File: src/fxalu_pkg.sv
// Shared types for the Q24.8 fixed-point ALU pipeline.
// No dependencies; imported by every module of the block.
package fxalu_pkg;

  typedef enum logic [3:0] {
    CMD_ADD     = 4'd0,
    CMD_SUB     = 4'd1,
    CMD_MUL     = 4'd2,
    CMD_DIV     = 4'd3,
    CMD_LT      = 4'd4,
    CMD_GT      = 4'd5,
    CMD_EQ      = 4'd6,
    CMD_NE      = 4'd7,
    CMD_LE      = 4'd8,
    CMD_GE      = 4'd9,
    CMD_MAX     = 4'd10,
    CMD_MIN     = 4'd11,
    CMD_INC     = 4'd12,
    CMD_DEC     = 4'd13,
    CMD_TOINT   = 4'd14,
    CMD_FROMINT = 4'd15
  } cmd_e;

  typedef enum logic [1:0] {
    ERR_NONE     = 2'd0,
    ERR_DIV_ZERO = 2'd1,
    ERR_OVERFLOW = 2'd2
  } err_e;

  // Control that rides along with every beat.
  typedef struct packed {
    cmd_e cmd;
    logic neg;   // quotient sign
    logic dz;    // divisor is zero
    logic flag;  // comparison outcome
  } ctl_t;

endpackage

File: src/fxalu_front.sv
// Decode stage logic: simple operations, full product and divider setup.
// Depends on fxalu_pkg.
module fxalu_front #(
  parameter int W = 32,
  parameter int F = 8,
  parameter int NQ = W + F
) (
  input  fxalu_pkg::cmd_e        cmd_i,
  input  logic signed [W-1:0]    a_i,
  input  logic signed [W-1:0]    b_i,
  output fxalu_pkg::ctl_t        ctl_o,
  output logic signed [W-1:0]    res_o,
  output logic signed [2*W-1:0]  prod_o,
  output logic [NQ-1:0]          dq_o,
  output logic [W-1:0]           mb_o
);
  import fxalu_pkg::*;

  logic [W-1:0] ma;
  logic         lt, eq;

  assign lt = a_i < b_i;
  assign eq = a_i == b_i;
  assign ma = a_i[W-1] ? (W'(0) - W'(a_i)) : W'(a_i);
  assign mb_o = b_i[W-1] ? (W'(0) - W'(b_i)) : W'(b_i);
  assign dq_o = {ma, {F{1'b0}}};
  assign prod_o = (2*W)'(a_i) * (2*W)'(b_i);

  always_comb begin
    ctl_o.cmd  = cmd_i;
    ctl_o.neg  = a_i[W-1] ^ b_i[W-1];
    ctl_o.dz   = (b_i == '0);
    ctl_o.flag = 1'b0;
    res_o      = '0;
    case (cmd_i)
      CMD_ADD:     res_o = a_i + b_i;
      CMD_SUB:     res_o = a_i - b_i;
      CMD_LT:      ctl_o.flag = lt;
      CMD_GT:      ctl_o.flag = !lt && !eq;
      CMD_EQ:      ctl_o.flag = eq;
      CMD_NE:      ctl_o.flag = !eq;
      CMD_LE:      ctl_o.flag = lt || eq;
      CMD_GE:      ctl_o.flag = !lt;
      CMD_MAX:     res_o = lt ? b_i : a_i;
      CMD_MIN:     res_o = lt ? a_i : b_i;
      CMD_INC:     res_o = a_i + W'(1);
      CMD_DEC:     res_o = a_i - W'(1);
      CMD_TOINT:   res_o = a_i >>> F;
      CMD_FROMINT: res_o = a_i << F;
      default:     res_o = '0;
    endcase
  end

endmodule

File: config.mk
export PLATFORM = sky130hd
export DESIGN_NAME = fxalu_front
export DESIGN_NICKNAME = d
export VERILOG_FILES = /design/src/fxalu_pkg.sv /design/src/fxalu_front.sv
export SDC_FILE = /design/constraint.sdc
export NUM_CORES = 2
export LEC_CHECK = 0
export ABC_AREA = 0
export ABC_CLOCK_PERIOD_IN_PS = 11700
export BUFFER_PORTS_ARGS = -buffer_cell sky130_fd_sc_hd__buf_2
export CAP_MARGIN = 20
export CORE_ASPECT_RATIO = 0.7
export CORE_MARGIN = 8
export CORE_UTILIZATION = 55
export DETAILED_ROUTE_END_ITERATION = 12
export PLACE_DENSITY = 0.72
export SLEW_MARGIN = 20
export SYNTH_ARGS = -nofsm -noshare
export SYNTH_HDL_FRONTEND = slang
export SYNTH_SLANG_ARGS = --single-unit
File: constraint.sdc
create_clock -name vclk -period 11.7
set_input_delay 1.17 -clock vclk [all_inputs]
set_output_delay 1.17 -clock vclk [all_outputs]
set_load 0.1 [all_outputs]
Yosys cells after proc, flatten, opt, wreduce, memory -nomap -nowiden

Index checks and enable logic that the tools add are counted.

Register bits after elaboration: 0
Logic and storage cells: 35
Output and inout port bits: 175
Bits of input ports: 68

$add $sub $neg: 6
Reduce and logical (&&, ||, !) cells: 6
Bitwise logic cells: 1
$mul: 1
Order comparisons: 1
Multiplexer cells: 6
Equal/unequal tests: 14

Operators with widths:

| operator                                             | number |
|---|---|
| case mux 32 bit (8 select lines)                     | 1 |
| two-way mux 32 bit                                   | 4 |
| multiplier 32 x 32 -> 64 bit                         | 1 |
| subtractor 1 x 32 -> 32 bit (first input constant)   | 2 |
| adder 32 x 2 -> 32 bit (second input constant)       | 1 |
| adder 32 bit                                         | 1 |
| equality test 32 bit                                 | 1 |
| equality test 4 bit (second input constant)          | 8 |
| zero test 32 bit                                     | 1 |
| < comparator 32 bit                                  | 1 |
| subtractor 32 x 2 -> 32 bit (second input constant)  | 1 |
| subtractor 32 bit                                    | 1 |
| equality test 4 x 3 -> 1 bit (second input constant) | 4 |
| case mux 1 bit (6 select lines)                      | 1 |
| equality test 4 x 1 -> 1 bit (second input constant) | 1 |
| zero test 4 bit                                      | 1 |
| zero test 1 bit                                      | 2 |
| logical AND 1 bit                                    | 1 |
| logical OR 1 bit                                     | 1 |
| bitwise XOR 1 bit                                    | 1 |

Logic depth before layout (Yosys ltp)

Depth after elaboration: 4
Depth in mapped cells: 29
Mapped depth without buffers: 27

Worst setup path before layout

No wires, ideal clock.

Path kind: input -> output
Start: input a_i[31]
End: output prod_o[63]
Path slack: -1392 ps
Arrival: 11922 ps
Path buffers: 2
Stages on the path: 27
Path through: clkbuf_1 -> clkbuf_1 -> nand2_1 -> inv_1 -> fa_1 -> inv_1 -> fa_1 -> inv_1 -> fa_1 -> fa_1 -> inv_1 -> fa_1 -> inv_1 -> fa_1 -> inv_1 -> fa_1 -> inv_1 -> fa_1 -> ha_1 -> nand4_1 -> nor2_1 -> a21oi_1 -> o31ai_1 -> a221o_1 -> a221oi_1 -> o21ai_0 -> o311ai_0

Word-level cells in the longest chain between the ends: 1

RTL lines:

| what                         | RTL line          | source |
|---|---|---|
| start, declared              | fxalu_front.sv:9  | `input logic signed [W-1:0] a_i,` |
| multiplier 32 x 32 -> 64 bit | fxalu_front.sv:27 | `assign prod_o = (2*W)'(a_i) * (2*W)'(b_i);` |
| end, declared                | fxalu_front.sv:13 | `output logic signed [2*W-1:0] prod_o,` |

No other way between the ends.

Worst setup path after layout

Start: input a_i[17]
End: output prod_o[63]

The elaborated chain is that of the path after synthesis.

==> flow_summary.yaml <==
worst_setup_path:
  cpPeakStageDelay_ns: 0.67
  crit_top_cell: "fa_1"
  end_kind: "output port"
  cp_top_family: "adder cells"
  crit_type: "primary input to output port"
  cp.depth: 25
  crit_path_top_delay_cell: "fa_1"
  start_kind: "primary input"
  cp.required_ns: 10.53
  arrival_ns: 10.29
  crit_fanout: 21
  cp_num_buf_inv: 6
  cp-startpoint: "a_i[17]"
  crit_end: "prod_o[63]"
sta:
  post-route-period-util_pct: 97.96
  final_max_slew_viol_count: 0
  clock.fmax_mhz: 87.25
  tns_ns: 0
  rsz0062_at_grt: "no"
  finalSetupViolations: 0
  tightest_slew_ns: 1.047
  hold_violations: 0
  period_minus_slack_ns: 11.46
  relSlewSlack_pct: 30.18
placed_design:
  place.gp.congestion: 1.030
  place_area_sq_um: 45150
  port_buffers: 235
  hpwl_um: 118500
yosys:
  synth-compound-area-share_pct: 7.912
  muxShareOfSynthArea_pct: 0.7877
  syn_area_sq_um: 42730
  synth_area_per_cell_sq_um: 8.821
  synth_fa_ha_area_share_pct: 59.05
  synth_top_family_by_area: "adder cells"
  ys_types: 77
  synthSimpleGateAreaFrac_pct: 15.82
  yosysWarnings: 0
  ys_seq_area_share_pct: 0
  synthCells: 4844
  synth_xor_area_share_pct: 4.387
floorplan:
  core.rowCount: 85
  core_area_sq_um: 76890
  die-area_sq_um: 87010
  die_w_um: 349.1
  start_util_pct: 55.57
  ios: 243
  die_h_um: 249.2
finish:
  final_common_cell: "fa_1"
  clockBufferCount: 0
  nets: 6331
  syn2layout_area_growth_pct: 5.789
  fin_area_sq_um: 45200
  drive_gt1_share_pct: 7.886
  seq_cells: 0
  area.sequential_sq_um: 0
  mostFrequentLayoutCells: "fa_1 (1084), inv_1 (1041), nand2_1 (574)"
routing:
  vias_per_cell: 5.878
  drt_wl_total_um: 146600
  drt_iter0_markers: 4467
  vias: 34920
  drc: 0
  ant_nets: 0
  first_pass_iters: 7
  post_drt_wl_per_cell_um: 24.68
clock_network:
  cts_repair_resize_count: 0
  hold_buffers: 0
  post_cts_buffers: 0
hold_path:
  hold_class: "primary input to output port"
outcome:
  outcome: "finished clean"
global_routing:
  grt_pass1_wl_um: 224700
  grt_max_degree: 42
  grt_overflow: 0
  grt_usage_pct: 33.61
  grt_pass1_vias: 37160
  antenna_found_initial: 8
run:
  maxCapViolCount: 0
==> worst min path at each step <==
stage,startpoint,to,slack [ns],depth (start not counted)
floorplan,cmd_i[0],ctl_o[3],2.55,1
global placement,cmd_i[3],ctl_o[6],2.78,2
detailed placement,cmd_i[3],ctl_o[6],2.78,2
CTS,cmd_i[3],ctl_o[6],2.78,2
global route,cmd_i[3],ctl_o[6],2.79,2
finish,cmd_i[3],ctl_o[6],2.79,2
==> cell usage after synthesis, types with 6 or more instances <==
| master | number | share of area (%) |
|---|---|---|
| and2_1 | 455 | 6.7 |
| a221o_1 | 6 | 0.14 |
| fa_1 | 1084 | 51 |
| nor4_1 | 6 | 0.088 |
| o41ai_1 | 8 | 0.16 |
| buf_1 | 14 | 0.12 |
| o21bai_1 | 23 | 0.40 |
| or2_2 | 7 | 0.10 |
| or4_1 | 6 | 0.11 |
| a21oi_1 | 159 | 1.9 |
| nand4_1 | 27 | 0.40 |
| ha_1 | 282 | 8.3 |
| inv_1 | 1041 | 9.1 |
| xor2_1 | 49 | 1.0 |
| or3_1 | 20 | 0.29 |
| a21o_1 | 58 | 1.0 |
| nand2b_1 | 21 | 0.31 |
| buf_4 | 15 | 0.26 |
| nor2b_1 | 15 | 0.22 |
| nand3_1 | 26 | 0.30 |
| mux2i_1 | 28 | 0.66 |
| o221ai_1 | 18 | 0.37 |
| clkbuf_1 | 275 | 2.4 |
| a211oi_1 | 13 | 0.23 |
| o311ai_0 | 6 | 0.12 |
| nand2_1 | 574 | 5.0 |
| a222oi_1 | 18 | 0.42 |
| a31oi_1 | 14 | 0.20 |
| o21a_1 | 25 | 0.44 |
| nor3_1 | 30 | 0.35 |
| nor2_1 | 143 | 1.3 |
| o31ai_1 | 16 | 0.28 |
| xnor2_1 | 165 | 3.4 |
| and3_1 | 12 | 0.18 |
| o211ai_1 | 9 | 0.16 |
| a221oi_1 | 8 | 0.16 |
| o21ai_0 | 92 | 1.1 |
==> cells by family (layout without fill, tap and decap cells) <==
group                    after synthesis  in the layout
AO/OA/AOI/OAI                        514            514
XOR/XNOR                             214            214
adder cells (fa/ha/maj)             1366           1366
buffers and inverters               1352           1396
multiplexers                          33             33
other                                  1             10
AND/OR/NAND/NOR                     1364           1364
==> through the flow <==
stage / utilization, % / hold WS, ns / worst slack, ns / cells
finish: 58.79 / 2.786 / 0.2387 / 5941
global route: 58.78 / 2.793 / 0.002784 / 5939
CTS: 58.71 / 2.784 / 0.05432 / 5939
detailed placement: 58.71 / 2.785 / 0.1181 / 5939
global placement: 58.70 / 2.782 / 0.1379 / 5939
floorplan: - / 2.552 / 0.6281 / 4851
==> metal layers <==
| metal | GRT usage (%) | share of wire (%) | up-vias |
|---|---|---|---|
| met3 | 13.63 | 16 | 334 |
| met4 | 8.159 | 3.0 | 22 |
| met2 | 47.43 | 40 | 2360 |
| li1 | - | - | 14610 |
| met1 | 47.95 | 41 | 17600 |
| met5 | 0.6799 | 0.15 | - |
==> layout make-up <==
cell class	instances	area (sq um)
Multi-Input combinational cell	3499	37650
Fill cell	6822	31690
Inverter	1044	3919
Timing Repair Buffer	352	2320
Tap cell	1044	1306
Antenna cell	2	5.005
