[src/fxalu_pkg.sv]
// Shared types for the Q24.8 fixed-point ALU pipeline.
// No dependencies; imported by every module of the block.
package fxalu_pkg;

  typedef enum logic [3:0] {
    CMD_ADD     = 4'd0,
    CMD_SUB     = 4'd1,
    CMD_MUL     = 4'd2,
    CMD_DIV     = 4'd3,
    CMD_LT      = 4'd4,
    CMD_GT      = 4'd5,
    CMD_EQ      = 4'd6,
    CMD_NE      = 4'd7,
    CMD_LE      = 4'd8,
    CMD_GE      = 4'd9,
    CMD_MAX     = 4'd10,
    CMD_MIN     = 4'd11,
    CMD_INC     = 4'd12,
    CMD_DEC     = 4'd13,
    CMD_TOINT   = 4'd14,
    CMD_FROMINT = 4'd15
  } cmd_e;

  typedef enum logic [1:0] {
    ERR_NONE     = 2'd0,
    ERR_DIV_ZERO = 2'd1,
    ERR_OVERFLOW = 2'd2
  } err_e;

  // Control that rides along with every beat.
  typedef struct packed {
    cmd_e cmd;
    logic neg;   // quotient sign
    logic dz;    // divisor is zero
    logic flag;  // comparison outcome
  } ctl_t;

endpackage

[src/fxalu_back.sv]
// Finish logic: product scaling, quotient rounding and saturation, result mux.
// Depends on fxalu_pkg.
module fxalu_back #(
  parameter int W = 32,
  parameter int F = 8,
  parameter int NQ = W + F
) (
  input  fxalu_pkg::ctl_t        ctl_i,
  input  logic signed [W-1:0]    res_i,
  input  logic signed [2*W-1:0]  prod_i,
  input  logic [W-1:0]           rem_i,
  input  logic [NQ-1:0]          dq_i,
  input  logic [W-1:0]           mb_i,
  output logic signed [W-1:0]    res_o,
  output logic                   flag_o,
  output fxalu_pkg::err_e        err_o
);
  import fxalu_pkg::*;

  localparam int K = W - F;

  logic signed [2*W-1:0] prod_sh;
  logic [W+K-1:0]        rem_sh;
  logic                  bump;
  logic [NQ:0]           rr;
  logic                  pos_ovf, neg_ovf;
  logic [W-1:0]          hi_w, lo_w;

  assign prod_sh = prod_i >>> F;
  assign rem_sh  = {rem_i, {K{1'b0}}};
  // Round the negative quotient toward minus infinity, judged on K more quotient bits.
  assign bump    = rem_sh >= (W+K)'(mb_i);
  assign rr      = {1'b0, dq_i} + (NQ+1)'(bump);
  assign pos_ovf = (dq_i[NQ-1:W-1] != '0);
  assign neg_ovf = (rr[NQ:W-1] != '0) &&
                   !((rr[NQ:W-1] == (NQ-W+2)'(1)) && (rr[W-2:0] == '0));
  assign hi_w    = {1'b0, {(W-1){1'b1}}};
  assign lo_w    = {1'b1, {(W-1){1'b0}}};

  always_comb begin
    flag_o = ctl_i.flag;
    err_o  = ERR_NONE;
    res_o  = res_i;
    case (ctl_i.cmd)
      CMD_MUL: res_o = prod_sh[W-1:0];
      CMD_DIV: begin
        if (ctl_i.dz) begin
          res_o = '0;
          err_o = ERR_DIV_ZERO;
        end else if (ctl_i.neg) begin
          if (neg_ovf) begin
            res_o = lo_w;
            err_o = ERR_OVERFLOW;
          end else begin
            res_o = W'(0) - rr[W-1:0];
          end
        end else if (pos_ovf) begin
          res_o = hi_w;
          err_o = ERR_OVERFLOW;
        end else begin
          res_o = dq_i[W-1:0];
        end
      end
      default: res_o = res_i;
    endcase
  end

endmodule

[config.mk]
export PLATFORM = sky130hd
export DESIGN_NAME = fxalu_back
export DESIGN_NICKNAME = d
export VERILOG_FILES = /design/src/fxalu_pkg.sv /design/src/fxalu_back.sv
export SDC_FILE = /design/constraint.sdc
export NUM_CORES = 1
export LEC_CHECK = 0
export BUFFER_PORTS_ARGS = -buffer_cell sky130_fd_sc_hd__buf_2
export CAP_MARGIN = 20
export CORE_AREA = 2 2 93 95
export DETAILED_ROUTE_END_ITERATION = 10
export DIE_AREA = 0 0 95 97
export GPL_TIMING_DRIVEN = 0
export PLACE_DENSITY = 0.89
export RECOVER_POWER = 50
export SLEW_MARGIN = 0
export SYNTH_ARGS = -nofsm -noshare
export SYNTH_HDL_FRONTEND = slang
export SYNTH_SLANG_ARGS = --single-unit
[constraint.sdc]
create_clock -name vclk -period 9.5
set_clock_uncertainty 0.15 [all_clocks]
set_input_delay 2.375 -clock vclk [all_inputs]
set_output_delay 2.375 -clock vclk [all_outputs]
set_load 0.005 [all_outputs]
==> Word level (Yosys, flattened, before mapping) <==
Cells that the tools add are included.
{ "op_classes": {"n_addsub": 2, "n_eq_ne": 3, "magnitude_cmp": 1, "n_reduce_logical": 6, "mux": 10} }
{ "ops": {"columns": ["cell", "n"], "rows": [
  ["$mux W32", 4],
  ["$pmux W32 S2", 1],
  ["$ge A56 B32 Y1", 1],
  ["$add A40 B1 Y41", 1],
  ["$sub A1 B32 Y32 const A", 1],
  ["$logic_not A31 Y1", 1],
  ["$eq A10 B1 Y1 const B", 1],
  ["$mux W2", 5],
  ["$reduce_bool A10 Y1", 1],
  ["$reduce_bool A9 Y1", 1],
  ["$eq A4 B2 Y1 const B", 2],
  ["$logic_and A1 B1 Y1", 2],
  ["$logic_not A1 Y1", 1]
]} }
{ "word_totals": {"ff_bits": 0, "out_inout_bits": 35} }

==> Longest topological paths before layout <==
{ "depth": {"ltp_word": 10, "ltp_mapped": 24, "mapped_depth_nobuf": 22} }

==> Worst setup path after synthesis <==
OpenSTA, ideal clock, no wires.
{ "synth_path": {"path_kind": "in2out", "start": "in mb_i[16]", "end": "out res_o[29]", "n_path_buf": 3, "slack_ns": 0.464, "required_ns": 6.975, "stages": 22, "arrival_time_ns": 6.511, "cell_sequence": "or4_1 > nor4_1 > nand4_1 > a21boi_0 > o21ai_0 > nand2b_1 > a21oi_1 > o21ai_0 > ha_1 > ha_1 > buf_4 > nand3_2 > buf_2 > o21a_1 > a2111oi_2 > and3_1 > buf_2 > o2111ai_1 > nor3_1 > xor2_1 > mux2i_1 > o31ai_2"} }
{ "synth_between": {"elab_chain_cells": 10, "word_cells_on_any_way": 13} }
{ "synth_lines": {"columns": ["element", "line", "rtl"], "rows": [
  ["start: declaration", "fxalu_back.sv:13", "input logic [W-1:0] mb_i,"],
  ["$ge A56 B32 Y1 *", "fxalu_back.sv:32", "assign bump = rem_sh >= (W+K)'(mb_i);"],
  ["$add A40 B1 Y41 *", "fxalu_back.sv:33", "assign rr = {1'b0, dq_i} + (NQ+1)'(bump);"],
  ["parallel branches: the longest is 4 deep, another holds $sub A1 B32 Y32", null, null],
  ["$mux W32 *", "fxalu_back.sv:51", "if (neg_ovf) begin"],
  ["$mux W32 *", "fxalu_back.sv:50", "end else if (ctl_i.neg) begin"],
  ["$mux W32 *", "fxalu_back.sv:47", "if (ctl_i.dz) begin"],
  ["$pmux W32 S2 *", "fxalu_back.sv:44", "case (ctl_i.cmd)"],
  ["end: declaration", "fxalu_back.sv:14", "output logic signed [W-1:0] res_o,"]
]} }
Every way passes the cells marked *.

==> Worst setup path in the final report <==
{ "layout_path": {"start": "in mb_i[19]", "end": "out res_o[29]"} }
The elaborated chain is that of the path after synthesis.

==> impl_metrics.csv <==
group,metric,value,unit
timing,final_max_slew_viol_count,0,
die,initial_core_util,43.9,%
worst_setup_path,crit_type,"input pin to primary output",
min_path,worstHoldStart,"ctl_i[0]",
worst_setup_path,path_cells,"buf_6, or4_4, nor4_4, nand4_1, a21boi_1, o21ai_1, nand2b_1, a21oi_2, o21ai_1, ha_2, ha_4, buf_6, nand3_4, or4_4, a311oi_4, and3_1, clkbuf_4, o2111ai_2, nor3_2, xor2_1, mux2i_1, o31ai_4, buf_2",
layout,nets,998,
power_and_ir_drop,clkPwrFrac,0,%
place,gp_congestion,0.980,
route,ant_nets,0,
grt,grt_max_degree,11,
worst_setup_path,critPathTopFamily,"simple AND/OR/NAND/NOR gates",
run_status,failed_checks,"setup timing",
grt,grt_antenna_before_repair,0,
run_status,outcome,"complete, but fails checks",
yosys,netlist_area,0.00357,mm²
power_and_ir_drop,switching_share,56.3,%
power_and_ir_drop,internal_power,0.0731,mW
timing,worst_slack,-0.0380,ns
timing,fin_tns_setup,-0.0380,ns
route,drtIter0Drc,444,
job,max_cap_viol_count,0,
yosys,ys_warn_count,0,
power_and_ir_drop,power.share.combinational,100.0,%
timing,period_needed,9.54,ns
layout,antennaDiodeCount,0,
timing,rsz0062_at_grt,"yes",
layout,layout_common_cells,"209 x buf_2, 53 x a21oi_1, 50 x nor2_1, 46 x nand2_1, 33 x nor3b_1",
power_and_ir_drop,seqPwrFrac,0,%
power_and_ir_drop,switchingPower,0.0943,mW
layout,regArea,0,µm²
route,detail_route.wl_per_cell,19.1,µm
layout,mostFrequentLayoutCell,"buf_2",
place,place_inst,864,
min_path,hp-class,"input pin to primary output",
layout,area_growth,45.6,%
worst_setup_path,crit_required,6.98,ns
route,vias_per_cell,6.31,
worst_setup_path,crit_path_start_kind,"input pin",
layout,fin_util,64.0,%
route,routed_wl,16900,µm
route,dr.pass1.iters,5,
route,via_count,5576,
route,drcViolationCount,0,
place,port-buffer-count,198,
yosys,syn_nets,779,
worst_setup_path,cp_num_cells,23,
power_and_ir_drop,vdd_drop_max,0.0193,mV
die,fp-row-count,33,
die,die_area,0.00922,mm²
worst_setup_path,path_max_fanout,8,
die,die_w,95,µm
layout,drive_above_1_share,38.8,%
die,die_h,97,µm
timing,maxSlewHeadroom,40.2,%
worst_setup_path,critPathSlowestCell,"or4_4",
layout,final_cells,883,
yosys,syn_inst,561,
layout,n_clock_buffer,0,
timing,min_period_over_period,100,%
place,dp_hpwl,13300,µm
min_path,whs_endpoint,"flag_o",
grt,grt_overflow_total,0,
die,num_io_pins,242,
grt,grt_pass1_wl,24700,µm
worst_setup_path,end_kind,"primary output",
power_and_ir_drop,p_per_area,32.1,mW/mm²
timing,worst_pin_slew,0.885,ns
worst_setup_path,path_buf_inv,4,
yosys,ys_seq_area_share,0,%
yosys,synth_cell_types,66,
layout,fillers,728,
place,placed_area,0.00470,mm²
power_and_ir_drop,p_leak,2.14,nW
timing,clock.fmax,105,MHz
place,dp_slack,-0.616,ns
worst_setup_path,cpPeakStageDelay,0.54,ns
layout,finish.instance_area,0.00521,mm²
yosys,avgSynthCellArea,6.37,µm²
min_path,min_path_cells,2,
grt,grt_pass1_vias,5236,
grt,grt.total_usage,33.1,%
layout,seq_cells,0,
worst_setup_path,cp.arrival,7.01,ns
timing,finalSetupViolations,1,
timing,final-hold-violation-count,0,
die,core,0.00813,mm²
[per-stage QoR]
stage	hold WS (ns)	total power, mW
finish	4.79	0.167
global route	4.80	0.181
CTS	4.77	0.155
detailed placement	4.77	0.149
global placement	4.77	0.146
floorplan	4.68	0.0777
[what timing repair did]
action | in CTS | in global routing
pin swaps | 5 | 42
endpoints found under the setup margin | 33 | 32
hold buffers | 0 | 0
hold endpoints to repair | 0 | 0
buffers inserted | 8 | 11
resized for setup | 25 | 47
cloned | 0 | 1
[worst max-delay path by stage]
stage                     startpoint   endpoint  slack (ns)
after floorplan             mb_i[16]  res_o[29]        0.46
after global placement      mb_i[16]  res_o[20]       -0.45
after detailed placement    mb_i[16]  res_o[17]       -0.62
after CTS                   mb_i[16]   res_o[5]       0.003
after global routing        mb_i[19]  res_o[29]       -0.28
final                       mb_i[19]  res_o[29]       -0.04
[power groups by stage]
stage,clock [mW],combinational (mW),sequential [mW]
6_report,0,0.167,0
5_1_grt,0,0.181,0
4_1_cts,0,0.155,0
3_5_place_dp,0,0.149,0
3_3_place_gp,0,0.146,0
2_1_floorplan,0,0.0777,0
[routing by layer]
| metal | vias up | GRT usage (%) | share of wire, % |
|---|---|---|---|
| li1 | 2569 | - | - |
| met1 | 2548 | 35.5 | 35 |
| met2 | 384 | 61.2 | 50 |
| met3 | 75 | 6.46 | 9.5 |
| met4 | 0 | 14.7 | 5.4 |
| met5 | - | 0 | 0 |
[final cells by class]
type               count  area (µm²)  area share, %
repair buffers       218        1180           22.7
well taps            105         131           2.52
inverters             22        82.6           1.59
plain buffers         50         264           5.07
multi-input cells    488        3550           68.1
[synth_stat cells, drive strengths merged (4+ instances only)]
master / number / area [µm²]
inv: 22 / 82.6
nor2: 51 / 191
o2111ai: 4 / 35.0
and2: 5 / 31.3
clkbuf: 29 / 109
or4: 8 / 67.6
o21ai: 34 / 170
nor3: 24 / 120
nor4b: 4 / 47.6
mux2i: 10 / 100
and4: 11 / 96.3
nand4: 22 / 159
xnor2: 17 / 149
o22ai: 14 / 87.6
ha: 11 / 138
a21oi: 56 / 280
nor3b: 33 / 248
nand2: 46 / 173
nand3: 22 / 115
xor2: 8 / 70.1
o31ai: 17 / 272
buf: 22 / 131
nand2b: 10 / 62.6
or3: 6 / 37.5
and3: 10 / 62.6
nor4: 18 / 125
[logic make-up (layout without fill, tap and decap cells)]
kind of cell	after synthesis	after routing	share of synthesized area (%)
buf+inv	73	290	9.03
simple gates	276	276	44.2
compound gates	163	163	33.1
fa+ha+maj	11	11	3.85
mux	13	13	3.75
xor+xnor	25	25	6.13
Note: power is estimated with default switching activity, not from simulation.
