===== src/fxalu_pkg.sv =====
// Shared types for the Q24.8 fixed-point ALU pipeline.
// No dependencies; imported by every module of the block.
package fxalu_pkg;

  typedef enum logic [3:0] {
    CMD_ADD     = 4'd0,
    CMD_SUB     = 4'd1,
    CMD_MUL     = 4'd2,
    CMD_DIV     = 4'd3,
    CMD_LT      = 4'd4,
    CMD_GT      = 4'd5,
    CMD_EQ      = 4'd6,
    CMD_NE      = 4'd7,
    CMD_LE      = 4'd8,
    CMD_GE      = 4'd9,
    CMD_MAX     = 4'd10,
    CMD_MIN     = 4'd11,
    CMD_INC     = 4'd12,
    CMD_DEC     = 4'd13,
    CMD_TOINT   = 4'd14,
    CMD_FROMINT = 4'd15
  } cmd_e;

  typedef enum logic [1:0] {
    ERR_NONE     = 2'd0,
    ERR_DIV_ZERO = 2'd1,
    ERR_OVERFLOW = 2'd2
  } err_e;

  // Control that rides along with every beat.
  typedef struct packed {
    cmd_e cmd;
    logic neg;   // quotient sign
    logic dz;    // divisor is zero
    logic flag;  // comparison outcome
  } ctl_t;

endpackage


===== src/fxalu_div_stage.sv =====
// One registered restoring-division step; other payload passes through.
// Depends on fxalu_pkg.
module fxalu_div_stage #(
  parameter int W = 32,
  parameter int NQ = 40
) (
  input  logic                   clk_i,
  input  logic                   rst_ni,
  input  logic                   en_i,
  input  logic                   v_i,
  input  fxalu_pkg::ctl_t        ctl_i,
  input  logic signed [W-1:0]    res_i,
  input  logic signed [2*W-1:0]  prod_i,
  input  logic [W-1:0]           rem_i,
  input  logic [NQ-1:0]          dq_i,
  input  logic [W-1:0]           mb_i,
  output logic                   v_o,
  output fxalu_pkg::ctl_t        ctl_o,
  output logic signed [W-1:0]    res_o,
  output logic signed [2*W-1:0]  prod_o,
  output logic [W-1:0]           rem_o,
  output logic [NQ-1:0]          dq_o,
  output logic [W-1:0]           mb_o
);
  import fxalu_pkg::*;

  logic [W:0]   rem2, diff;
  logic         ge;
  logic [W-1:0] rem_d;
  logic [NQ-1:0] dq_d;

  assign rem2  = {rem_i, dq_i[NQ-1]};
  assign diff  = rem2 - {1'b0, mb_i};
  assign ge    = rem2 >= {1'b0, mb_i};
  assign rem_d = ge ? diff[W-1:0] : rem2[W-1:0];
  assign dq_d  = {dq_i[NQ-2:0], ge};

  always_ff @(posedge clk_i or negedge rst_ni) begin
    if (!rst_ni) begin
      v_o <= 1'b0;
    end else if (en_i) begin
      v_o <= v_i;
    end
  end

  always_ff @(posedge clk_i) begin
    if (en_i) begin
      ctl_o  <= ctl_i;
      res_o  <= res_i;
      prod_o <= prod_i;
      rem_o  <= rem_d;
      dq_o   <= dq_d;
      mb_o   <= mb_i;
    end
  end

endmodule


===== config.mk =====
export PLATFORM = sky130hd
export DESIGN_NAME = fxalu_div_stage
export DESIGN_NICKNAME = d
export VERILOG_FILES = /design/src/fxalu_pkg.sv /design/src/fxalu_div_stage.sv
export SDC_FILE = /design/constraint.sdc
export NUM_CORES = 1
export LEC_CHECK = 0
export ABC_CLOCK_PERIOD_IN_PS = 2200
export BUFFER_PORTS_ARGS = -buffer_cell sky130_fd_sc_hd__buf_2
export CORE_AREA = 2 2 165 167
export DETAILED_ROUTE_END_ITERATION = 10
export DIE_AREA = 0 0 167 169
export PLACE_DENSITY = 0.6
export REMOVE_ABC_BUFFERS = 1
export SLEW_MARGIN = 30
export SYNTH_ARGS = -nofsm -noshare
export SYNTH_HDL_FRONTEND = slang
export SYNTH_SLANG_ARGS = --single-unit
export TNS_END_PERCENT = 1

===== constraint.sdc =====
create_clock -name clk_i -period 2.2 [get_ports clk_i]
set_input_delay 0.44 -clock clk_i [delete_from_list [all_inputs] [get_ports clk_i]]
set_output_delay 0.44 -clock clk_i [all_outputs]
set_load 0.005 [all_outputs]

[Yosys cells after proc, flatten, opt, wreduce, memory -nomap -nowiden]
Index checks and enable logic that the tools add are counted.
Operators by class
  reduce and logical (&&, ||, !) cells: 0
  add/sub/neg operators: 1
  order comparisons: 1
  div/mod/pow operators: 0
  muxes and demuxes: 1
  eq/ne operators: 0
  shift operators: 0
  bitwise logic cells: 0
  multipliers: 0
Operator list (number)
  33-bit by 32-bit >= comparator with 1-bit output: 1
  32-bit 2-to-1 mux: 1
  32-bit subtractor: 1
Word-level totals
  ROM bits: 0
  bits of input ports: 211
  memories: 0
  bits in latches: 0
  output and inout port bits: 208
  bits in registers: 208
  bits in writable memories: 0

[Logic depth before layout (Yosys ltp)]
Gate-level depths: netlist (run 1).
  word-level depth: 2
  mapped depth: 13
  depth with buffers taken out: 12

[Worst setup path before layout (run 1)]
Ideal clock, no wire load.
  path kind: in2reg
  start: input port mb_i[7]
  end: register rem_o[13] (data pin)
  path slack: -1.011 ns
  stages: 12
  library setup time: 0.262 ns
  arrival time: 2.949 ns
  cell sequence: inv_1 > ha_1 > buf_2 > nand4_1 > or4_1 > a21oi_1 > nor3_1 > a211oi_2 > o21ai_2 > o31ai_4 > buf_4 > mux2_1
Between the ends
  longest elaborated chain between the ends: 2
Ends and longest elaborated chain
  start: declaration: RTL line fxalu_div_stage.sv:16  | input logic [W-1:0] mb_i,
  32-bit subtractor or 33-bit by 32-bit >= comparator with 1-bit output (tied branches): RTL line fxalu_div_stage.sv:33, fxalu_div_stage.sv:34
  32-bit 2-to-1 mux *: RTL line fxalu_div_stage.sv:35  | assign rem_d = ge ? diff[W-1:0] : rem2[W-1:0];
  net rem_d[13]: RTL line fxalu_div_stage.sv:29  | logic [W-1:0] rem_d;
  end signal: assignment: RTL line fxalu_div_stage.sv:51  | rem_o <= rem_d;
  end: declaration: RTL line fxalu_div_stage.sv:21  | output logic [W-1:0] rem_o,
Mark *: on every way through the listed nets, which the timed path passes. The rest lies on a longest branch.
A chain may end at the register's enable or synchronous reset.

[Worst setup path in the final report (run 1)]
  start: input port dq_i[39]
  end: register rem_o[30] (data pin)
Between the ends
  longest elaborated chain between the ends: 2
Ends and longest elaborated chain
  start: declaration: RTL line fxalu_div_stage.sv:15  | input logic [NQ-1:0] dq_i,
  32-bit subtractor or 33-bit by 32-bit >= comparator with 1-bit output (tied branches): RTL line fxalu_div_stage.sv:33, fxalu_div_stage.sv:34
  32-bit 2-to-1 mux *: RTL line fxalu_div_stage.sv:35
  net rem_d[30]: RTL line fxalu_div_stage.sv:29
Marks and branches as above.

==> impl_summary.log, run 1 <==
[metrics] result of the run: complete, but fails checks
[metrics] violated checks: setup timing
[metrics] slew margin rel.: 67.5%
[metrics] type of origin of the critical path: input pin
[metrics] fin area: about 0.013 mm2
[metrics] final count of negative-setup-slack endpoints: 33
[metrics] static leakage: 5.78 nW
[metrics] placement-stage worst setup slack: -1.29 ns
[metrics] Post-synth EDFFs: 207
[metrics] Hold Worst Slack: 0.0919 ns
[metrics] non-filler instance count after layout: 1,460
[metrics] root buffer selected by CTS: sky130_fd_sc_hd__clkbuf_16
[metrics] fraction of synthesis flops using an asynchronous set or reset pin: less than 1%
[metrics] die outline width: between 150 and 200 um
[metrics] Synth Flop Type: sky130_fd_sc_hd__edfxtp_1
[metrics] Cell variety after synth: 49
[metrics] die height: between 150 and 200 um
[metrics] I/O pins: 419
[metrics] total instance count after detailed placement: approximately 1.4k
[metrics] number of rows in the core area: 60
[metrics] gate count after technology mapping: 554
[metrics] total count of hold-check failures in the final report: 0
[metrics] min cycle time layout: 2.68 ns
[metrics] first-iteration detailed-routing DRC count: 470
[metrics] vias in the first global route: 6,784
[metrics] unrepaired setup endpoints after global routing: yes
[metrics] smallest setup slack after layout: -0.479 ns
[metrics] H-tree levels: 1
[metrics] post-CTS clock slew at the launch and capture registers of the worst setup and hold paths: 0.06 ns
[metrics] Final Max Tran Viols: 0
[metrics] number of vias after detailed routing: 6,658
[metrics] worst-path fanout max: 2
[metrics] CTS tree: done
[metrics] Critical-path top delay cell: sky130_fd_sc_hd__o311a_1
[metrics] cell area after placement: ~0.012 mm2
[metrics] Antenna Violating Nets Remaining: 0
[metrics] number of antenna violations at the first check in global routing: 3
[metrics] number of buffers created by CTS: 24
[metrics] endpoint kind of the worst setup timing path: flip-flop
[metrics] transition time at the pin with the least slew margin: 0.484 ns
[metrics] Tot GR Track Use: 17.8%
[metrics] Layout area overhead: 54.2%
[metrics] Initial Util: between 30% and 40%
[metrics] largest net degree at the start of global routing: 43
[metrics] Worst path most repeated cell: sky130_fd_sc_hd__a21oi_4
[metrics] max-capacitance violation count: 0
[metrics] number of sinks on the clock net: 208
[metrics] Arrival @ worst endpoint: 2.95 ns
[metrics] detailed-router iteration count before antenna repair: 4
[metrics] max incr delay on CP: 0.39 ns
[metrics] Total Die Area: 0.0282 mm2
[metrics] Cell Area, Synth: 0.00846 mm2
[metrics] category of the most critical setup path: input pin to flip-flop
[metrics] number of register bits inferred by synthesis: 208
[metrics] Max Clock Skew: 0 ns
[metrics] final routed wire length divided by cell count: 18.4 um
[metrics] Std-Cell Core Area: 0.0265 mm2
[metrics] wire length of the first global-routing pass: between 30,000 and 40,000 um
[metrics] aggregate routed wire length: 26,900 um
[metrics] Via density: 4.56
[metrics] worst IR drop on VDD: just over 600 uV
[metrics] synthesis warning total: 0
[metrics] deepest clock path buffer count: 3
[metrics] routability congestion estimate: slightly below 0.9
[metrics] register area share after synthesis: ~74%
[metrics] layout cell share with drive strength beyond 1: 56.5%
[metrics] worst-skew pair later-pin latency: 0.50 ns
[metrics] post-layout util: 49.2%
[metrics] mean instance size in the synthesized netlist: about 15 um2
[metrics] post-route clock period utilization: 122%
[metrics] Worst Path Required: 2.47 ns
[metrics] gr ovfl total: 0
[metrics] number of nets in the layout: 1,343
[metrics] Remaining DRCs: 0
[metrics] Max Fclk: 373 MHz
[metrics] worst-path cell chain: buf_6, inv_2, ha_4, fa_2, nand2b_4, a21oi_4, o21ai_2, o311a_1, a31oi_4, a21oi_4, o41ai_2, xor2_1, mux2_4
[metrics] PwrDens: 812 mW/mm2
[metrics] Tightest Hold Check Type: input pin to flip-flop
[metrics] Final HPWL DP: 21,100 um
[metrics] Buffers on Ports: 418
report_power, final:
part           leakage, nW  internal, mW  switching (mW)
Clock                0.376          2.24            1.60
Sequential            2.04          4.79          0.0906
Combinational         3.37         0.954           0.916
placed cells by master, fill, tap and decap left out, drive strengths merged, types with 18 or more instances in the layout:
cell type  count
buf          535
edfxtp       207
a21oi         56
inv           38
nor2          35
ha            32
nand2         26
clkbuf        26
o21ai         18
final timing paths:
path / startpoint / endpoint / slack (ns) / cells past startpoint
hold / removal: prod_i[61] / prod_o[61]$_DFFE_PP_ / 0.09 / 1
max in group asynchronous: rst_ni / v_o$_DFFE_PN0P_ / 1.86 / 2
min in group asynchronous: rst_ni / v_o$_DFFE_PN0P_ / 0.25 / 2
setup reg to reg: v_o$_DFFE_PN0P_ / v_o$_DFFE_PN0P_ / 1.45 / 1
setup / recovery: dq_i[39] / rem_o[30]$_DFFE_PP_ / -0.48 / 13
hold reg to reg: v_o$_DFFE_PN0P_ / v_o$_DFFE_PN0P_ / 0.52 / 1
final cells by class:
cell class                 count  area (um2)
antenna                        2        5.00
clock buffer                  25         604
clock inverter                19         166
fill                        2354       13400
inverter                      38         145
multi-input combinational    290        2290
sequential                   208        6240
tap                          341         427
timing repair buffer         537        3170
layer usage:
layer  GRT usage, %  share of wire [%]
met5              0              0.041
met4           4.50                1.8
met3           5.59                8.8
met2           32.4                 52
met1           20.4                 38
cells in the mapped netlist, types with 7 or more instances:
library cell | count | area share [%]
sky130_fd_sc_hd__edfxtp_1 | 207 | 73
sky130_fd_sc_hd__a21oi_1 | 56 | 3.3
sky130_fd_sc_hd__inv_1 | 38 | 1.7
sky130_fd_sc_hd__nor2_1 | 35 | 1.6
sky130_fd_sc_hd__ha_1 | 32 | 4.7
sky130_fd_sc_hd__nand2_1 | 26 | 1.2
sky130_fd_sc_hd__o21ai_0 | 16 | 0.95
sky130_fd_sc_hd__xnor2_1 | 15 | 1.6
sky130_fd_sc_hd__a21o_1 | 12 | 1.1
sky130_fd_sc_hd__xor2_1 | 12 | 1.2
sky130_fd_sc_hd__buf_2 | 8 | 0.47
sky130_fd_sc_hd__nand3_1 | 8 | 0.47
sky130_fd_sc_hd__nand4_1 | 8 | 0.59
sky130_fd_sc_hd__mux2_2 | 7 | 0.93
registers in the layout (all words and copies together), names as in the netlist:
register  flops
dq_o         40
prod_o       64
res_o        32
ctl_o         7
mb_o         32
rem_o        32
v_o           1
stage by stage:
stage	TNS [ns]	power, mW
4_1_cts	-13.23	10.7
2_1_floorplan	-49.03	5.57
5_1_grt	-15.84	11.1
6_report	-12.35	10.6
3_3_place_gp	-32.92	6.64
3_5_place_dp	-32.77	6.66
what timing repair did:
action / CTS / global route
gates resized for setup: 77 / 9
hold buffers: 1 / 0
endpoints found under the hold margin: 1 / 0
pin swaps: 21 / 2
setup endpoints to repair: 33 / 33
buffers inserted: 8 / 2
cloned: 1 / 0
worst max-delay path, delay by kind of cell:
kind	cells	cell delay, ns
muxes	1	0.26
buffers and inverters	2	0.10
adders and majority gates	2	0.52
AOI/OAI and AO/OA	6	1.33
and+or+nand+nor	1	0.17
xor gates and xnor gates	1	0.11
kinds of logic after synthesis:
family / Yosys count / synth area share, %
AOI/OAI and AO/OA: 119 / 8.65
muxes: 12 / 1.58
buffers and inverters: 56 / 2.75
DFF: 208 / 73.8
adders and majority gates: 33 / 4.97
and+or+nand+nor: 99 / 5.50
xor gates and xnor gates: 27 / 2.79
No activity file was read; power rests on OpenSTA's default activity.
==> inputs of run 2 (changes only) <==
--- a/config.mk
+++ b/config.mk
@@ -7,10 +7,12 @@
 export LEC_CHECK = 0
 export ABC_CLOCK_PERIOD_IN_PS = 2200
 export BUFFER_PORTS_ARGS = -buffer_cell sky130_fd_sc_hd__buf_2
-export CORE_AREA = 2 2 165 167
+export CELL_PAD_IN_SITES_DETAIL_PLACEMENT = 1
+export CELL_PAD_IN_SITES_GLOBAL_PLACEMENT = 1
+export CORE_AREA = 2 2 164 166
 export DETAILED_ROUTE_END_ITERATION = 10
-export DIE_AREA = 0 0 167 169
-export PLACE_DENSITY = 0.6
+export DIE_AREA = 0 0 166 168
+export PLACE_DENSITY = 0.75
 export REMOVE_ABC_BUFFERS = 1
 export SLEW_MARGIN = 30
 export SYNTH_ARGS = -nofsm -noshare
==> run 2 against run 1 <==
Compared with the run above: the run still ends with setup timing left; critical path type unchanged; power grew 0.56%; register-to-register slack is essentially flat; sequential share of layout area grew 0.18 points; combinational power is essentially flat; clock skew is the same; clock power is essentially flat; via count grew 2.0%; wire length grew 13%; count of clock-buffer cells in the layout grew 6; global-route usage grew 2.7 points; die area shrank 1.2%.
==> impl_summary.log, run 2 (synthesis gave the netlist of run 1 again) <==
[metrics] Buffers on Ports: between 400 and 500
[metrics] Final Max Tran Viols: 0
[metrics] number of rows in the core area: 60
[metrics] routability congestion estimate: 0.802
[metrics] CTS tree: done
[metrics] worst-path fanout max: 4
[metrics] Antenna Violating Nets Remaining: 0
[metrics] Total Die Area: approximately 0.028 mm2
[metrics] flip-flop count of the largest register after layout: 64
[metrics] Cells on Worst Hold Path: 1
[metrics] R2R Path End: v_o$_DFFE_PN0P_
[metrics] worst-path cell chain: buf_8, inv_4, ha_4, nand4_1, or4_1, a21oi_2, nor3_2, a211oi_2, o21ai_2, o31ai_4, buf_6, clkbuf_16, mux2_4
[metrics] endpoint kind of the worst setup timing path: flip-flop
[metrics] Std-Cell Core Area: 0.0264 mm2
[metrics] kind of cell adding the most delay to the critical path: simple AND/OR/NAND/NOR gates
[metrics] Critical-path top delay cell: sky130_fd_sc_hd__or4_1
[metrics] transition time at the pin with the least slew margin: 0.535 ns
[metrics] total count of hold-check failures in the final report: 0
[metrics] category of the most critical setup path: input pin to flip-flop
[metrics] largest registers ranked by flip-flop count: prod_o x64, dq_o x40
[metrics] total instance count after detailed placement: 1,400
[metrics] detailed-router iteration count before antenna repair: 4
[metrics] Tightest Hold Check Type: input pin to flip-flop
[metrics] deepest clock path buffer count: 3
[metrics] Worst Path Required: about 2.5 ns
[metrics] aggregate routed wire length: 30,300 um
[metrics] die outline width: 166 um
[metrics] Initial Util: between 30% and 40%
[metrics] type of origin of the critical path: input pin
[metrics] worst-skew pair later-pin latency: between 0.5 and 0.6 ns
[metrics] sum of negative setup slack: -13.40 ns
[metrics] post-layout util: roughly 50%
[metrics] post-CTS clock slew at the launch and capture registers of the worst setup and hold paths: roughly 0.060 ns
[metrics] static leakage: 5.76 nW
[metrics] min cycle time layout: 2.70 ns
[metrics] cell count of the worst reg-to-reg path: 1
[metrics] cell area after placement: approximately 0.012 mm2
[metrics] Remaining DRCs: 0
[metrics] smallest setup slack after layout: -0.504 ns
[metrics] destination of the worst hold path: prod_o[53]$_DFFE_PP_
[metrics] H-tree levels: 1
[metrics] root buffer selected by CTS: sky130_fd_sc_hd__clkbuf_16
[metrics] PwrDens: 819 mW/mm2
[metrics] Final HPWL DP: roughly 24,000 um
[metrics] first-iteration detailed-routing DRC count: 331
[metrics] I/O pins: 419
[metrics] final count of negative-setup-slack endpoints: 33
[metrics] max-capacitance violation count: 0
[metrics] non-filler instance count after layout: 1,459
[metrics] number of vias after detailed routing: a little under 7k
[metrics] die height: ~170 um
[metrics] Arrival @ worst endpoint: between 2 and 3 ns
[metrics] gr ovfl total: 0
[metrics] highest-count cells in the layout ignoring fill and taps: sky130_fd_sc_hd__buf_2, sky130_fd_sc_hd__edfxtp_1, sky130_fd_sc_hd__buf_4, sky130_fd_sc_hd__a21oi_1, sky130_fd_sc_hd__nor2_1
[metrics] register-to-register path setup slack: 1.45 ns
[metrics] worst IR drop on VDD: 580 uV
[metrics] Via density: 4.65
[metrics] post-route clock period utilization: 123%
[metrics] layout cell share with drive strength beyond 1: a little under three fifths
[metrics] Tot GR Track Use: 20.5%
[metrics] launch point of the worst reg-to-reg path: v_o$_DFFE_PN0P_
[metrics] Critical path buffers and inverters: 4
[metrics] final routed wire length divided by cell count: 20.8 um
[metrics] number of nets in the layout: 1,342
[metrics] fin area: between 0.01 and 0.015 mm2
[metrics] largest net degree at the start of global routing: 53
[metrics] violated checks: setup timing
[metrics] result of the run: complete, but fails checks
[metrics] Layout area overhead: 53.6%
[metrics] cell depth of the worst setup path: 13
[metrics] post-layout total power: about 11 mW
[metrics] number of sinks on the clock net: ~210
[metrics] wire length of the first global-routing pass: 43,800 um
[metrics] Max Clock Skew: 0 ns
[metrics] number of antenna violations at the first check in global routing: 9
[metrics] startpoint of the most critical hold path: prod_i[53]
[metrics] unrepaired setup endpoints after global routing: yes
[metrics] most flop-heavy register: prod_o
[metrics] number of buffers created by CTS: 24
[metrics] vias in the first global route: approximately 7.1k
[metrics] most frequent standard cell in the layout excluding fill and tap cells: sky130_fd_sc_hd__buf_2
[metrics] slew margin rel.: roughly 64%
[metrics] Max Fclk: around 370 MHz
[metrics] number of inserted filler cells in the final layout: 2,828
[metrics] max incr delay on CP: around 0.56 ns
## run 2: cell count changes in the layout (fill, tap and decap cells not counted), moves of 2 or more
cell                        previous run  this run
sky130_fd_sc_hd__clkbuf_1              1         6
sky130_fd_sc_hd__mux2_1                2         0
sky130_fd_sc_hd__clkbuf_16            24        26
sky130_fd_sc_hd__a21oi_2               7         4
sky130_fd_sc_hd__diode_2               2         4
sky130_fd_sc_hd__mux2_4                8        10
sky130_fd_sc_hd__ha_1                 21        19
sky130_fd_sc_hd__clkinv_4              3         1
sky130_fd_sc_hd__o21ai_1               2         0
sky130_fd_sc_hd__a21oi_1              46        50
sky130_fd_sc_hd__clkinv_2              6         2
## run 2: timing repair
action                                  CTS  global route
hold buffers                              1             0
pin swaps                                 6            19
gates resized for setup                  17            61
endpoints found under the hold margin     1             0
buffers inserted                          6             4
endpoints found under the setup margin   33            33
gates cloned                              1             1
## run 2: worst max-delay path by stage
stage | slack, ns | end | start
after floorplan | -1.66 | rem_o[10]$_DFFE_PP_ | mb_i[7]
after global placement | -1.31 | rem_o[30]$_DFFE_PP_ | dq_i[39]
after detailed placement | -1.44 | rem_o[30]$_DFFE_PP_ | dq_i[39]
after CTS | -0.60 | rem_o[3]$_DFFE_PP_ | mb_i[6]
after global routing | -0.61 | rem_o[13]$_DFFE_PP_ | mb_i[5]
final | -0.50 | rem_o[13]$_DFFE_PP_ | mb_i[5]
## run 2: where the power goes
| group | switching, mW | leakage, nW | internal (mW) |
|---|---|---|---|
| Clock | 1.56 | 0.362 | 2.30 |
| Sequential | 0.0990 | 2.04 | 4.79 |
| Combinational | 0.940 | 3.36 | 0.955 |
## run 2: area by class of cell
cell class	count	area, um2	area share (%)
Sequential cell	208	6240	48.0
Timing Repair Buffer	536	3160	24.3
Multi-Input combinational cell	290	2260	17.4
Clock buffer	31	648	4.99
Tap cell	341	427	3.28
Inverter	38	148	1.14
Clock inverter	11	109	0.837
Antenna cell	4	10.0	0.0770
## run 2: per-layer routing
layer  vias up  part of all wire [%]  global-route usage (%)
met5         -                  0.19                       0
met1      3297                    38                    23.3
met4         8                   3.3                    7.64
met2       245                    53                    37.4
li1       3182                     -                       -
met3        56                   6.3                    5.17
## run 2: metrics by stage
step | worst slack (ns) | hold slack (ns)
final | -0.504 | 0.101
after global routing | -0.609 | 0.0727
after CTS | -0.598 | 0.0766
after detailed placement | -1.44 | 0.216
after global placement | -1.31 | 0.216
after floorplan | -1.66 | 0.144
==> inputs of run 3 (changes only) <==
--- a/config.mk
+++ b/config.mk
@@ -5,14 +5,14 @@
 export SDC_FILE = /design/constraint.sdc
 export NUM_CORES = 1
 export LEC_CHECK = 0
-export ABC_CLOCK_PERIOD_IN_PS = 2200
+export ABC_AREA = 1
 export BUFFER_PORTS_ARGS = -buffer_cell sky130_fd_sc_hd__buf_2
 export CELL_PAD_IN_SITES_DETAIL_PLACEMENT = 1
 export CELL_PAD_IN_SITES_GLOBAL_PLACEMENT = 1
-export CORE_AREA = 2 2 164 166
+export CORE_AREA = 2 2 172 174
 export DETAILED_ROUTE_END_ITERATION = 10
-export DIE_AREA = 0 0 166 168
-export PLACE_DENSITY = 0.75
+export DIE_AREA = 0 0 174 176
+export PLACE_DENSITY = 0.76
 export REMOVE_ABC_BUFFERS = 1
 export SLEW_MARGIN = 30
 export SYNTH_ARGS = -nofsm -noshare
==> constraint.sdc (replaced) <==
create_clock -name clk_i -period 2.2 [get_ports clk_i]
set_input_delay 0.44 -clock clk_i [delete_from_list [all_inputs] [get_ports clk_i]]
set_output_delay 0.44 -clock clk_i [all_outputs]
set_load 0.05 [all_outputs]
==> run 3 against run 2 <==
Compared with the run above: first-iteration DRC count rose by 26%; power grew 11%; sequential cell count unchanged; highest routed layer unchanged; worst setup slack better by 0.71 ns; global-route usage up 0.86 points; synthesized area rose by 11%; the run now ends clean; cell count is 24% higher; die area is 9.8% higher; hold slack worse by 0.0018 ns.
==> impl_summary.log, run 3 <==
[metrics] static leakage: 6.77 nW
[metrics] I/O pins: 419
[metrics] root buffer selected by CTS: sky130_fd_sc_hd__clkbuf_16
[metrics] total count of hold-check failures in the final report: 0
[metrics] worst IR drop on VDD: 452 uV
[metrics] Final HPWL DP: 27,500 um
[metrics] Final Max Tran Viols: 0
[metrics] number of vias after detailed routing: 8,088
[metrics] largest registers ranked by flip-flop count: prod_o x64, dq_o x40
[metrics] final routed wire length divided by cell count: ~19 um
[metrics] Cell variety after synth: 28
[metrics] Cell Area, Synth: approximately 0.0094 mm2
[metrics] total instance count after detailed placement: about 1.8k
[metrics] post-CTS clock slew at the launch and capture registers of the worst setup and hold paths: 0.06 ns
[metrics] startpoint of the most critical hold path: res_i[20]
[metrics] post-synthesis cell type with the largest combined area: sky130_fd_sc_hd__edfxtp_1
[metrics] synthesis warning total: 0
[metrics] Worst Path Required: 2.46 ns
[metrics] most frequent standard cell in the layout excluding fill and tap cells: sky130_fd_sc_hd__buf_2
[metrics] post-layout util: 47.6%
[metrics] Post-synth EDFFs: slightly above 200
[metrics] most frequent cells after synthesis: sky130_fd_sc_hd__nand2_1, sky130_fd_sc_hd__edfxtp_1, sky130_fd_sc_hd__inv_1
[metrics] Initial Util: 33.0%
[metrics] wire length of the first global-routing pass: about 50,000 um
[metrics] aggregate routed wire length: 33,900 um
[metrics] worst-path fanout max: 16
[metrics] number of nets in the layout: 1,650
[metrics] Layout area overhead: 44.4%
[metrics] gr ovfl total: 0
[metrics] Tot GR Track Use: 21.4%
[metrics] H-tree levels: 1
[metrics] Max Clock Skew: 0 ns
[metrics] Tightest Hold Check Type: input pin to flip-flop
[metrics] post-route clock period utilization: 90.5%
[metrics] endpoint kind of the worst setup timing path: flip-flop
[metrics] worst-skew pair later-pin latency: 0.51 ns
[metrics] detailed-router iteration count before antenna repair: 4
[metrics] largest net degree at the start of global routing: 54
[metrics] number of rows in the core area: 62
[metrics] Remaining DRCs: 0
[metrics] count leader, synth: sky130_fd_sc_hd__nand2_1
[metrics] Buffers on Ports: 418
[metrics] number of sinks on the clock net: 208
[metrics] count of cells resized by post-cts repair: 0
[metrics] Antenna Violating Nets Remaining: 0
[metrics] slew margin rel.: roughly four fifths
[metrics] number of inserted filler cells in the final layout: 3,351
[metrics] first-iteration detailed-routing DRC count: 417
[metrics] number of buffers created by CTS: 24
[metrics] routability congestion estimate: slightly above 0.9
[metrics] vias in the first global route: 8,505
[metrics] number of antenna violations at the first check in global routing: 8
[metrics] Total Die Area: 0.0306 mm2
[metrics] transition time at the pin with the least slew margin: 0.321 ns
[metrics] die height: 176 um
[metrics] non-filler instance count after layout: approximately 1.8k
[metrics] register area share after synthesis: 66.3%
[metrics] launch point of the worst reg-to-reg path: v_o$_DFFE_PN0P_
[metrics] cell types with the largest area share after synthesis: sky130_fd_sc_hd__edfxtp_1, sky130_fd_sc_hd__nand2_1, sky130_fd_sc_hd__inv_1
[metrics] layout cell share with drive strength beyond 1: 41.4%
[metrics] register-to-register path setup slack: 1.41 ns
[metrics] die outline width: approximately 170 um
[metrics] unrepaired setup endpoints after global routing: no
[metrics] fraction of synthesis flops using an asynchronous set or reset pin: 0.481%
[metrics] Arrival @ worst endpoint: 2.25 ns
[metrics] PwrDens: 866 mW/mm2
[metrics] start point of the critical path: mb_i[14]
[metrics] Yosys top cell area share: 66.0%
[metrics] highest-count cells in the layout ignoring fill and taps: sky130_fd_sc_hd__buf_2, sky130_fd_sc_hd__nand2_1, sky130_fd_sc_hd__edfxtp_1, sky130_fd_sc_hd__inv_1, sky130_fd_sc_hd__buf_4
[metrics] Std-Cell Core Area: 0.0285 mm2
[metrics] most flop-heavy register: prod_o
[metrics] min cycle time layout: 1.99 ns
[metrics] gate count after technology mapping: 856
[metrics] flip-flop count of the largest register after layout: 64
[metrics] Max Fclk: between 500 and 600 MHz
[metrics] mean instance size in the synthesized netlist: 11.0 um2
[metrics] Synth Flop Type: sky130_fd_sc_hd__edfxtp_1
[metrics] category of the most critical setup path: input pin to flip-flop
[metrics] Via density: ~4.5
[metrics] result of the run: complete, no violations
[metrics] type of origin of the critical path: input pin
[metrics] sum of negative setup slack: 0 ns
[metrics] number of register bits inferred by synthesis: 208
[metrics] final count of negative-setup-slack endpoints: 0
[metrics] deepest clock path buffer count: 3
[metrics] max-capacitance violation count: 0
[metrics] CTS tree: done
[run 3: metal layers]
layer	up-vias	global-route usage, %	wire length (um)
met5	-	0	13
met4	2	6.76	902
met3	56	4.78	2460
met2	284	39.2	17500
met1	3830	24.9	13000
li1	3916	-	-
[run 3: timing repair]
item                                    CTS  global route
buffers inserted                          0             0
endpoints found under the hold margin     1             0
endpoints found under the setup margin    0             0
hold buffers                              1             0
[run 3: stage by stage]
stage | instance area, um2 | worst slack (ns) | hold WS (ns) | total power [mW]
after floorplan | 9330 | -0.153 | 0.144 | 6.87
after global placement | 12800 | -0.261 | 0.215 | 7.96
after CTS | 13600 | 0.220 | 0.0753 | 11.9
after global routing | 13600 | 0.0211 | 0.0758 | 12.2
final | 13600 | 0.210 | 0.0993 | 11.8
after detailed placement | 12800 | -0.326 | 0.216 | 8.05
[run 3: worst max-delay path: stages]
cell                      delay (ns)
sky130_fd_sc_hd__buf_2          0.13
sky130_fd_sc_hd__inv_1          0.06
sky130_fd_sc_hd__ha_1           0.35
sky130_fd_sc_hd__nand2_1        0.09
sky130_fd_sc_hd__nor2_1         0.22
sky130_fd_sc_hd__nand2_1        0.10
sky130_fd_sc_hd__nor2_2         0.16
sky130_fd_sc_hd__nand2_1        0.10
sky130_fd_sc_hd__nand2_1        0.11
sky130_fd_sc_hd__nor2_4         0.06
sky130_fd_sc_hd__buf_4          0.22
sky130_fd_sc_hd__nand3_1        0.12
sky130_fd_sc_hd__nand2_1        0.07
[run 3: final cells by class]
type,instances,area (um2),share of cell area (%)
timing repair buffer,534,3020,22.3
clock buffer,30,644,4.74
antenna,8,20.0,0.147
clock inverter,10,95.1,0.700
tap,384,480,3.54
multi-input combinational,488,2520,18.6
inverter,150,563,4.14
sequential,208,6240,45.9
[run 3: cell families (layout without fill, tap and decap cells)]
kind of cell	count (synthesis)	count (layout)	share of synthesized area [%]
adder cells (fa/ha/maj)	33	33	4.47
AND/OR/NAND/NOR	415	415	19.5
other	0	8	0
multiplexers	1	1	0.120
AO/OA/AOI/OAI	25	25	1.38
XOR/XNOR	14	14	1.30
flip-flops	208	208	66.3
buffers and inverters	160	724	6.90
[run 3: path summary, 6_finish.rpt]
path	endpoint	cells past startpoint
setup / recovery	rem_o[15]$_DFFE_PP_	13
hold / removal	res_o[20]$_DFFE_PP_	1
setup reg to reg	v_o$_DFFE_PN0P_	1
hold reg to reg	v_o$_DFFE_PN0P_	1
max in group asynchronous	v_o$_DFFE_PN0P_	2
min in group asynchronous	v_o$_DFFE_PN0P_	2
[run 3: where the power goes]
| group | internal [mW] | switching, mW | total [mW] |
|---|---|---|---|
| combinational | 0.857 | 2.21 | 3.07 |
| clock | 2.28 | 1.54 | 3.82 |
| sequential | 4.78 | 0.105 | 4.89 |
| total | 7.92 | 3.85 | 11.8 |
